--- src/hdl/top_k_rating_filter_defines.svh ---
// Assertion macros used by the back part of the top-k rating filter RTL.
`ifndef TOP_K_RATING_FILTER_DEFINES_SVH
`define TOP_K_RATING_FILTER_DEFINES_SVH

// Check that cons holds in the same cycle as ante.
`define TKRF_ASSERT_IMP(lbl, clk, rst_n, ante, cons) \
    lbl: assert property (@(posedge clk) disable iff (!(rst_n)) (ante) |-> (cons)) \
        else $error("assertion failed: same-cycle implication");

// Check that cons holds in the cycle after ante.
`define TKRF_ASSERT_NEXT(lbl, clk, rst_n, ante, cons) \
    lbl: assert property (@(posedge clk) disable iff (!(rst_n)) (ante) |=> (cons)) \
        else $error("assertion failed: next-cycle implication");

`endif

--- src/hdl/tkrf_pkg.sv ---
// Types and constants shared by the top-k rating filter modules.
`default_nettype none

package tkrf_pkg;

    // Register indexes on the configuration port
    localparam logic [1:0] CFG_KEEP_LIMIT        = 2'd0;
    localparam logic [1:0] CFG_RATING_SOURCE     = 2'd1;
    localparam logic [1:0] CFG_UNCHANGED_PENALTY = 2'd2;

    // Reset values of the configuration registers
    localparam logic [3:0] RST_KEEP_LIMIT        = 4'd5;
    localparam logic       RST_RATING_SOURCE     = 1'b1;
    localparam logic [7:0] RST_UNCHANGED_PENALTY = 8'd10;

    // Rating source codes
    localparam logic SRC_GIVEN    = 1'b0;
    localparam logic SRC_COMPUTED = 1'b1;

    // Start value of the lowest-rating search
    localparam logic signed [31:0] INT_MAX = 32'sh7FFF_FFFF;

    // Configuration seen by the front and back parts
    typedef struct packed {
        logic [3:0] keep_limit;
        logic       rating_source;
        logic [7:0] unchanged_penalty;
    } t_cfg;

    // One rated request travelling from front to back
    typedef struct packed {
        logic               start_pass;
        logic [15:0]        item_id;
        logic signed [31:0] score;
    } t_req;

    // Queue status flags
    typedef struct packed {
        logic full;
        logic empty;
    } t_q_stat;

endpackage

`default_nettype wire

--- src/hdl/tkrf_ram.sv ---
// Generic single-write, single-read RAM with registered read data.
`default_nettype none

module tkrf_ram #(
    parameter int WIDTH = 48,
    parameter int DEPTH = 8
) (
    input  wire logic                                  i_clk,
    input  wire logic                                  i_we,
    input  wire logic [(DEPTH > 1 ? $clog2(DEPTH) : 1)-1:0] i_waddr,
    input  wire logic [WIDTH-1:0]                      i_wdata,
    input  wire logic [(DEPTH > 1 ? $clog2(DEPTH) : 1)-1:0] i_raddr,
    output logic      [WIDTH-1:0]                      o_rdata
);

    logic [WIDTH-1:0] r_mem [DEPTH];
    logic [WIDTH-1:0] r_rdata;

    // Write one entry, read one entry into the output register
    always_ff @(posedge i_clk) begin
        if (i_we) begin
            r_mem[i_waddr] <= i_wdata;
        end
        r_rdata <= r_mem[i_raddr];
    end

    assign o_rdata = r_rdata;

endmodule

`default_nettype wire

--- src/hdl/tkrf_front.sv ---
// Front part: accepts input requests and forms the rating of each one.
`default_nettype none

module tkrf_front (
    input  wire logic               i_clk,
    input  wire logic               i_rst_n,
    input  wire tkrf_pkg::t_cfg     i_cfg,
    input  wire logic               i_valid,
    output logic                    o_stall,
    input  wire logic               i_start_pass,
    input  wire logic [15:0]        i_item_id,
    input  wire logic signed [31:0] i_given_rating,
    input  wire logic [15:0]        i_added_count,
    input  wire logic [15:0]        i_removed_count,
    input  wire logic [15:0]        i_unchanged_count,
    input  wire tkrf_pkg::t_q_stat  i_q_stat,
    output logic                    o_push,
    output tkrf_pkg::t_req          o_req
);
    import tkrf_pkg::*;

    logic               r_valid;
    logic               r_start;
    logic [15:0]        r_id;
    logic signed [31:0] r_given;
    logic               r_src;
    logic [16:0]        r_sum;
    logic [23:0]        r_prod;
    logic               accept;
    logic signed [31:0] computed;

    // Hold the stage while the queue is full
    assign o_stall = r_valid & i_q_stat.full;
    assign accept  = i_valid & ~o_stall;
    assign o_push  = r_valid & ~i_q_stat.full;

    // Track stage occupancy
    always_ff @(posedge i_clk) begin
        if (!i_rst_n) begin
            r_valid <= 1'b0;
        end else if (accept) begin
            r_valid <= 1'b1;
        end else if (o_push) begin
            r_valid <= 1'b0;
        end
    end

    // Capture the request, the count sum and the penalty product
    always_ff @(posedge i_clk) begin
        if (accept) begin
            r_start <= i_start_pass;
            r_id    <= i_item_id;
            r_given <= i_given_rating;
            r_src   <= i_cfg.rating_source;
            r_sum   <= {1'b0, i_added_count} + {1'b0, i_removed_count};
            r_prod  <= i_cfg.unchanged_penalty * i_unchanged_count;
        end
    end

    // Finish the rating and pick its source
    assign computed = $signed({15'd0, r_sum} - {8'd0, r_prod});

    always_comb begin
        o_req.start_pass = r_start;
        o_req.item_id    = r_id;
        o_req.score      = (r_src == SRC_COMPUTED) ? computed : r_given;
    end

endmodule

`default_nettype wire

--- src/hdl/tkrf_queue.sv ---
// Two-entry queue that decouples the front part from the back part.
`default_nettype none

module tkrf_queue (
    input  wire logic              i_clk,
    input  wire logic              i_rst_n,
    input  wire logic              i_push,
    input  wire tkrf_pkg::t_req    i_req,
    input  wire logic              i_pop,
    output tkrf_pkg::t_req         o_head,
    output tkrf_pkg::t_q_stat      o_stat
);
    import tkrf_pkg::*;

    t_req       r_mem [2];
    logic       r_wr_ptr;
    logic       r_rd_ptr;
    logic [1:0] r_count;
    logic       do_push;
    logic       do_pop;

    assign o_stat.full  = (r_count == 2'd2);
    assign o_stat.empty = (r_count == 2'd0);
    assign do_push      = i_push & ~o_stat.full;
    assign do_pop       = i_pop & ~o_stat.empty;
    assign o_head       = r_mem[r_rd_ptr];

    // Advance pointers and count
    always_ff @(posedge i_clk) begin
        if (!i_rst_n) begin
            r_wr_ptr <= 1'b0;
            r_rd_ptr <= 1'b0;
            r_count  <= 2'd0;
        end else begin
            if (do_push) begin
                r_wr_ptr <= ~r_wr_ptr;
            end
            if (do_pop) begin
                r_rd_ptr <= ~r_rd_ptr;
            end
            case ({do_push, do_pop})
                2'b10:   r_count <= r_count + 2'd1;
                2'b01:   r_count <= r_count - 2'd1;
                default: r_count <= r_count;
            endcase
        end
    end

    // Store the pushed request
    always_ff @(posedge i_clk) begin
        if (do_push) begin
            r_mem[r_wr_ptr] <= i_req;
        end
    end

endmodule

`default_nettype wire

--- src/hdl/tkrf_back.sv ---
// Back part: scans the slot table, then keeps, replaces or drops each request.
`default_nettype none
`include "top_k_rating_filter_defines.svh"

module tkrf_back #(
    parameter int MAX_SLOTS = 8
) (
    input  wire logic               i_clk,
    input  wire logic               i_rst_n,
    input  wire tkrf_pkg::t_cfg     i_cfg,
    input  wire tkrf_pkg::t_req     i_head,
    input  wire tkrf_pkg::t_q_stat  i_q_stat,
    output logic                    o_pop,
    output logic                    o_valid,
    input  wire logic               i_stall,
    output logic                    o_kept,
    output logic                    o_evicted_valid,
    output logic [15:0]             o_evicted_id,
    output logic signed [31:0]      o_item_score
);
    import tkrf_pkg::*;

    localparam int AW = (MAX_SLOTS > 1) ? $clog2(MAX_SLOTS) : 1;
    localparam int FW = $clog2(MAX_SLOTS + 1);

    localparam logic [1:0] ST_IDLE   = 2'd0;
    localparam logic [1:0] ST_SCAN   = 2'd1;
    localparam logic [1:0] ST_LAST   = 2'd2;
    localparam logic [1:0] ST_DECIDE = 2'd3;

    logic [1:0]         r_state;
    t_req               r_cur;
    logic [FW-1:0]      r_fill;
    logic [AW-1:0]      r_idx;
    logic               r_chk;
    logic [AW-1:0]      r_chk_idx;
    logic signed [31:0] r_low;
    logic [AW-1:0]      r_low_idx;
    logic [15:0]        r_low_id;
    logic               r_have;
    logic               r_out_valid;
    logic               r_out_kept;
    logic               r_out_ev;
    logic [15:0]        r_out_ev_id;
    logic signed [31:0] r_out_score;

    logic [FW-1:0]      eff_fill;
    logic [7:0]         limit;
    logic               out_free;
    logic               append;
    logic               replace;
    logic               commit;
    logic               ram_we;
    logic [AW-1:0]      ram_waddr;
    logic [47:0]        ram_rdata;
    logic [15:0]        rd_id;
    logic signed [31:0] rd_score;

    // Slot table: id in the upper 16 bits, rating in the lower 32
    tkrf_ram #(
        .WIDTH (48),
        .DEPTH (MAX_SLOTS)
    ) u_slots (
        .i_clk   (i_clk),
        .i_we    (ram_we),
        .i_waddr (ram_waddr),
        .i_wdata ({r_cur.item_id, r_cur.score}),
        .i_raddr (r_idx),
        .o_rdata (ram_rdata)
    );

    assign rd_id    = ram_rdata[47:32];
    assign rd_score = $signed(ram_rdata[31:0]);

    // Clip the limit to the table depth
    always_comb begin
        if ({4'd0, i_cfg.keep_limit} > 8'(MAX_SLOTS)) begin
            limit = 8'(MAX_SLOTS);
        end else begin
            limit = {4'd0, i_cfg.keep_limit};
        end
    end

    assign o_pop    = (r_state == ST_IDLE) & ~i_q_stat.empty;
    assign eff_fill = i_head.start_pass ? '0 : r_fill;
    assign out_free = ~r_out_valid | ~i_stall;

    // Decide between append, replace and drop
    assign append  = (8'(r_fill) < limit) & (r_cur.score > 32'sd0);
    assign replace = ~append & r_have & (r_cur.score > r_low);
    assign commit  = (r_state == ST_DECIDE) & out_free;
    assign ram_we  = commit & (append | replace);
    assign ram_waddr = append ? AW'(r_fill) : r_low_idx;

    // Sequence one request: load, scan, decide
    always_ff @(posedge i_clk) begin
        if (!i_rst_n) begin
            r_state <= ST_IDLE;
            r_fill  <= '0;
            r_chk   <= 1'b0;
        end else begin
            r_chk <= (r_state == ST_SCAN);
            case (r_state)
                ST_IDLE: begin
                    if (o_pop) begin
                        r_fill  <= eff_fill;
                        r_state <= (eff_fill == '0) ? ST_DECIDE : ST_SCAN;
                    end
                end
                ST_SCAN: begin
                    if (FW'(r_idx) + FW'(1) == r_fill) begin
                        r_state <= ST_LAST;
                    end
                end
                ST_LAST: begin
                    r_state <= ST_DECIDE;
                end
                ST_DECIDE: begin
                    if (commit) begin
                        if (append) begin
                            r_fill <= r_fill + FW'(1);
                        end
                        r_state <= ST_IDLE;
                    end
                end
                default: begin
                    r_state <= ST_IDLE;
                end
            endcase
        end
    end

    // Load the request and step the read address
    always_ff @(posedge i_clk) begin
        r_chk_idx <= r_idx;
        if (o_pop) begin
            r_cur <= i_head;
            r_idx <= '0;
        end else if (r_state == ST_SCAN && FW'(r_idx) + FW'(1) != r_fill) begin
            r_idx <= r_idx + AW'(1);
        end
    end

    // Track the first lowest rating as slot data returns
    always_ff @(posedge i_clk) begin
        if (o_pop) begin
            r_low  <= INT_MAX;
            r_have <= 1'b0;
        end else if (r_chk && rd_score < r_low) begin
            r_low     <= rd_score;
            r_low_idx <= r_chk_idx;
            r_low_id  <= rd_id;
            r_have    <= 1'b1;
        end
    end

    // Hold the result until the output request is taken
    always_ff @(posedge i_clk) begin
        if (!i_rst_n) begin
            r_out_valid <= 1'b0;
        end else if (commit) begin
            r_out_valid <= 1'b1;
        end else if (~i_stall) begin
            r_out_valid <= 1'b0;
        end
    end

    always_ff @(posedge i_clk) begin
        if (commit) begin
            r_out_kept  <= append | replace;
            r_out_ev    <= replace;
            r_out_ev_id <= replace ? r_low_id : 16'd0;
            r_out_score <= r_cur.score;
        end
    end

    assign o_valid         = r_out_valid;
    assign o_kept          = r_out_kept;
    assign o_evicted_valid = r_out_ev;
    assign o_evicted_id    = r_out_ev_id;
    assign o_item_score    = r_out_score;

    // Checks on table and result consistency
    `TKRF_ASSERT_IMP(a_fill_bound, i_clk, i_rst_n, 1'b1, r_fill <= FW'(MAX_SLOTS))
    `TKRF_ASSERT_IMP(a_we_in_decide, i_clk, i_rst_n, ram_we, r_state == ST_DECIDE)
    `TKRF_ASSERT_IMP(a_ev_kept, i_clk, i_rst_n, r_out_valid && r_out_ev, r_out_kept)
    `TKRF_ASSERT_IMP(a_ev_id_zero, i_clk, i_rst_n, r_out_valid && !r_out_ev,
        r_out_ev_id == 16'd0)
    `TKRF_ASSERT_NEXT(a_pop_leaves_idle, i_clk, i_rst_n, o_pop, r_state != ST_IDLE)

endmodule

`default_nettype wire

--- src/hdl/top_k_rating_filter.sv ---
// Top level of the streaming top-k rating filter.
//
//  channel   direction  handshake          payload
//  config    in         i_cfg_we           i_cfg_index, i_cfg_data
//  request   in         i_valid / o_stall  start_pass, item_id, ratings, counts
//  result    out        o_valid / i_stall  kept, evicted_valid/id, item_score
//
// A request is registered in the front stage (count sum and penalty product
// captured, rating formed on the way out), then waits in a two-entry queue.
// The back takes one request at a time: it loads it, reads each occupied slot
// through the registered RAM read port in turn, waits for the last read and
// then decides; an empty table (or a new pass) goes from load straight to the
// decide step, which also waits while a held result is still stalled.
// Reset empties the table through its fill count; no clearing pass is run.
// Either side may stall freely: the queue and the result register absorb it.
`default_nettype none

module top_k_rating_filter #(
    parameter int MAX_SLOTS = 8
) (
    input  wire logic               i_clk,
    input  wire logic               i_rst_n,
    input  wire logic               i_cfg_we,
    input  wire logic [1:0]         i_cfg_index,
    input  wire logic [7:0]         i_cfg_data,
    input  wire logic               i_valid,
    output logic                    o_stall,
    input  wire logic               i_start_pass,
    input  wire logic [15:0]        i_item_id,
    input  wire logic signed [31:0] i_given_rating,
    input  wire logic [15:0]        i_added_count,
    input  wire logic [15:0]        i_removed_count,
    input  wire logic [15:0]        i_unchanged_count,
    output logic                    o_valid,
    input  wire logic               i_stall,
    output logic                    o_kept,
    output logic                    o_evicted_valid,
    output logic [15:0]             o_evicted_id,
    output logic signed [31:0]      o_item_score
);
    import tkrf_pkg::*;

    t_cfg    r_cfg;
    t_req    push_req;
    t_req    head;
    t_q_stat q_stat;
    logic    push;
    logic    pop;

    // Write configuration registers; ignore unknown indexes
    always_ff @(posedge i_clk) begin
        if (!i_rst_n) begin
            r_cfg.keep_limit        <= RST_KEEP_LIMIT;
            r_cfg.rating_source     <= RST_RATING_SOURCE;
            r_cfg.unchanged_penalty <= RST_UNCHANGED_PENALTY;
        end else if (i_cfg_we) begin
            case (i_cfg_index)
                CFG_KEEP_LIMIT:        r_cfg.keep_limit        <= i_cfg_data[3:0];
                CFG_RATING_SOURCE:     r_cfg.rating_source     <= i_cfg_data[0];
                CFG_UNCHANGED_PENALTY: r_cfg.unchanged_penalty <= i_cfg_data;
                default:               r_cfg                   <= r_cfg;
            endcase
        end
    end

    tkrf_front u_front (
        .i_clk             (i_clk),
        .i_rst_n           (i_rst_n),
        .i_cfg             (r_cfg),
        .i_valid           (i_valid),
        .o_stall           (o_stall),
        .i_start_pass      (i_start_pass),
        .i_item_id         (i_item_id),
        .i_given_rating    (i_given_rating),
        .i_added_count     (i_added_count),
        .i_removed_count   (i_removed_count),
        .i_unchanged_count (i_unchanged_count),
        .i_q_stat          (q_stat),
        .o_push            (push),
        .o_req             (push_req)
    );

    tkrf_queue u_queue (
        .i_clk   (i_clk),
        .i_rst_n (i_rst_n),
        .i_push  (push),
        .i_req   (push_req),
        .i_pop   (pop),
        .o_head  (head),
        .o_stat  (q_stat)
    );

    tkrf_back #(
        .MAX_SLOTS (MAX_SLOTS)
    ) u_back (
        .i_clk           (i_clk),
        .i_rst_n         (i_rst_n),
        .i_cfg           (r_cfg),
        .i_head          (head),
        .i_q_stat        (q_stat),
        .o_pop           (pop),
        .o_valid         (o_valid),
        .i_stall         (i_stall),
        .o_kept          (o_kept),
        .o_evicted_valid (o_evicted_valid),
        .o_evicted_id    (o_evicted_id),
        .o_item_score    (o_item_score)
    );

endmodule

`default_nettype wire

--- config.mk ---
export PLATFORM = sky130hd
export DESIGN_NAME = top_k_rating_filter
export DESIGN_NICKNAME = d
export VERILOG_FILES = /design/src/hdl/tkrf_pkg.sv /design/src/hdl/tkrf_ram.sv /design/src/hdl/tkrf_front.sv /design/src/hdl/tkrf_queue.sv /design/src/hdl/tkrf_back.sv /design/src/hdl/top_k_rating_filter.sv
export VERILOG_INCLUDE_DIRS = /design/src /design/src/hdl
export SDC_FILE = /design/constraint.sdc
export NUM_CORES = 1
export LEC_CHECK = 0
export BUFFER_PORTS_ARGS = -buffer_cell sky130_fd_sc_hd__buf_4
export CORE_UTILIZATION = 52
export DETAILED_ROUTE_END_ITERATION = 16
export PLACE_DENSITY = 0.74
export SETUP_SLACK_MARGIN = 0.05
export SLEW_MARGIN = 20
export SYNTH_ARGS = -nofsm -noshare
export SYNTH_HDL_FRONTEND = slang
export SYNTH_SLANG_ARGS = --single-unit
export TNS_END_PERCENT = 50
--- constraint.sdc ---
create_clock -name i_clk -period 7.62 [get_ports i_clk]
set_input_delay 0.762 -clock i_clk [delete_from_list [all_inputs] [get_ports i_clk]]
set_output_delay 0.762 -clock i_clk [all_outputs]
set_load 0.005 [all_outputs]
==> results by group <==
Route
  – Via-to-Cell Ratio: ~5.8
  – Drt total wl: 73990 µm
  – DRC errors left: 0
  – Avg WL per Cell: about 22 µm
  – Drt pass-1 iters: 5
  – Number of vias in the routed layout: 19675
  – Initial drt markers: about 1500
  – Antenna Violating Nets Remaining: 0

CTS
  – TritonCTS Sinks: 804
  – Post-CTS Resized: 0
  – Worst-path clk slew: around 60 ps
  – Hold buffer count at cts: 0
  – Clock buffer count from CTS: 77
  – CTS tree: yes
  – Clock root buffer: clkbuf_16
  – Post-CTS setup buffer count: 0
  – Clock insertion delay at the later pin of the skew report: 620 ps
  – Htree depth: 3
  – Bufs on Longest Clock Path: 3

Timing
  – Slew at the pin closest to its max-slew limit: 1069 ps
  – Final hold slack: 333.0 ps
  – Setup tns final: 0 ps
  – RSZ-0062 raised after global routing: false
  – Final Max Tran Viols: 0
  – Fin. Hold Viols: 0
  – Slew margin rel.: between 20 and 30%
  – Setup violations, final: 0
  – Crit share post-route: 71.28%
  – Setup Skew: ~33 ps
  – Fmax: roughly 180 MHz
  – Final min period: around 5400 ps

Worst setup path
  – Reg2Reg Setup Slack: 2190 ps
  – Setup crit start kind: flip-flop
  – Critical path arrival: 5780 ps
  – Critical path class: flip-flop to flip-flop
  – CP max FO: 17
  – Req. time, crit path: 7970 ps
  – Critical Path End Type: flip-flop

Synth
  – Yosys top cell by area: edfxtp_1
  – Synth Warn #: 0
  – Synthesized flop and latch total: approximately 800
  – Yosys top cell area share: 57.91%
  – Synth top area cells: edfxtp_1, dfxtp_1, mux4_2
  – Syn_area_per_cell: 15.75 µm²
  – List of most frequent post-synthesis cells: edfxtp_1, inv_1, ha_1
  – Post-Syn Area: 35780 µm²
  – Syn Nets: about 2600
  – Cells after Synth: 2272
  – Count leader, synth: edfxtp_1
  – Async SR Flop Fraction: 0%
  – Yosys cell types: 72
  – Post-synthesis sequential area ratio: 64.29%
  – EDFF count, synth: between 600 and 700
  – Post-synth top flop: edfxtp_1

Floorplanning
  – Cell Rows: 95
  – Core area: between 60000 and 70000 µm²
  – Starting Density: roughly 53%
  – I/O pins: 164
  – Area of the die: 69860 µm²
  – Die Y: 264.3 µm
  – Die X: 264.3 µm

Status
  – Status: completed

Global route
  – Initial antenna violation count: 4
  – GRT Resource Usage Total: 21.43%
  – Largest net degree at the start of global routing: 73
  – Total congestion overflow: 0
  – Vias in the first global route: 20516
  – Global-route wire length before repair: 114700 µm

Power and ir drop
  – Lkg Pwr: 15.22 nW
  – Peak VDD IR: 0.0001965 V
  – P per Cell Area: 326.7 nW/µm²

Placed design
  – DP HPWL: 48430 µm
  – Port Buffers: 163
  – Routability cong.: 0.8812

Final layout
  – Synthesis-to-finish area growth: 13.64%
  – Diode count: 0
  – Fin nets: 2816
  – Layout cells sized above 1: 21.43%
  – Fillers: 4857

Worst hold path
  – HP Class: input pin to flip-flop

Run
  – Max Cap Viol: 0
[layout make-up]
| cell class | count | area, µm² | area share [%] |
|---|---|---|---|
| Sequential cell | 804 | 23010 | 56.60 |
| Multi-Input combinational cell | 1205 | 11890 | 29.24 |
| Clock buffer | 96 | 2101 | 5.166 |
| Timing Repair Buffer | 187 | 1404 | 3.453 |
| Tap cell | 873 | 1092 | 2.686 |
| Inverter | 192 | 720.7 | 1.772 |
| Clock inverter | 45 | 437.9 | 1.077 |
[layout by cell type (no fill, tap or decap), types with 12 or more instances in the layout]
master	n
edfxtp_1	690
inv_1	190
buf_4	187
ha_1	151
and2_1	115
dfxtp_1	110
mux2_2	107
mux4_2	96
fa_1	86
clkbuf_16	79
nor2_1	70
nand2_1	64
a21oi_1	49
a211oi_1	40
a31oi_1	40
xnor2_1	35
nor3_1	33
o21ai_0	32
a21o_1	32
nand3_1	25
o21a_1	22
nand4_1	22
mux2i_1	16
clkinv_2	15
xor2_1	14
clkinv_1	13
o31ai_1	12
nor4_1	12
[through the flow]
stage | cells | power [W] | area (µm²) | utilization [%] | setup WS [ps]
after floorplan | 2272 | 0.008491 | 35780 | - | 1440
after global placement | 3261 | 0.009450 | 38120 | 56.36 | 2077
after detailed placement | 3261 | 0.009576 | 38120 | 56.37 | 2019
after CTS | 3402 | 0.01338 | 40660 | 60.12 | 2243
after global routing | 3402 | 0.01391 | 40660 | 60.12 | 2006
final | 3402 | 0.01328 | 40660 | 60.12 | 2188
[registers in the layout (all words and copies together) (netlist names), 3 cells and up, named ones only]
| signal | count |
|---|---|
| u_back.r_low | 32 |
| u_front.r_given | 32 |
| u_back.r_idx | 3 |
| u_front.r_id | 16 |
| u_back.r_fill | 4 |
| u_front.r_prod | 24 |
| u_back.u_slots.o_rdata | 48 |
| u_back.r_low_idx | 3 |
| u_back.o_item_score | 32 |
| u_back.u_slots.r_mem | 384 |
| u_back.r_cur | 48 |
| u_back.o_evicted_id | 16 |
| u_back.r_low_id | 16 |
| r_cfg | 13 |
| u_back.r_chk_idx | 3 |
| u_queue.r_mem | 98 |
| u_front.r_sum | 17 |
[final timing paths]
path,startpoint,cells past startpoint,to
setup / recovery,r_cfg[7],15,u_front.r_prod[23]
hold reg to reg,u_back.u_slots.o_rdata[34],0,u_back.r_low_id[2]
hold / removal,i_item_id[0],1,u_front.r_id[0]
setup reg to reg,r_cfg[7],15,u_front.r_prod[23]
[logic make-up (layout without fill, tap and decap cells)]
kind of cell	after synthesis	count (layout)	synth area share, %
fa+ha+maj	237	237	10.09
mux	219	219	9.858
simple gates	400	400	5.906
flops	804	804	64.29
compound gates	300	300	5.805
xor+xnor	49	49	1.199
buf+inv	263	520	2.853
[layer usage]
layer / GRT usage [%] / vias to the layer above / share of wire (%)
met5: 0 / - / 0.070
met4: 7.432 / 8 / 2.6
met3: 3.281 / 113 / 5.4
met2: 36.76 / 572 / 50
met1: 27.82 / 10019 / 42
li1: - / 8963 / -
[power breakdown]
group          switching (W)  internal [W]  total (W)
combinational        0.00165       0.00145    0.00310
sequential          0.000655       0.00574    0.00639
clock                0.00159       0.00221    0.00379
[worst max-delay path, stage by stage (launching register included)]
cell and delay (ps):
dfxtp_1 720, and2_1 250, fa_1 430, fa_1 520
fa_1 550, inv_1 60, fa_1 530, inv_1 50
ha_1 340, a21o_1 180, a21o_1 200, a221o_1 320
a31oi_1 300, o211ai_1 200, a2111o_1 390, o211a_1 130
No activity file was read; power rests on OpenSTA's default activity.
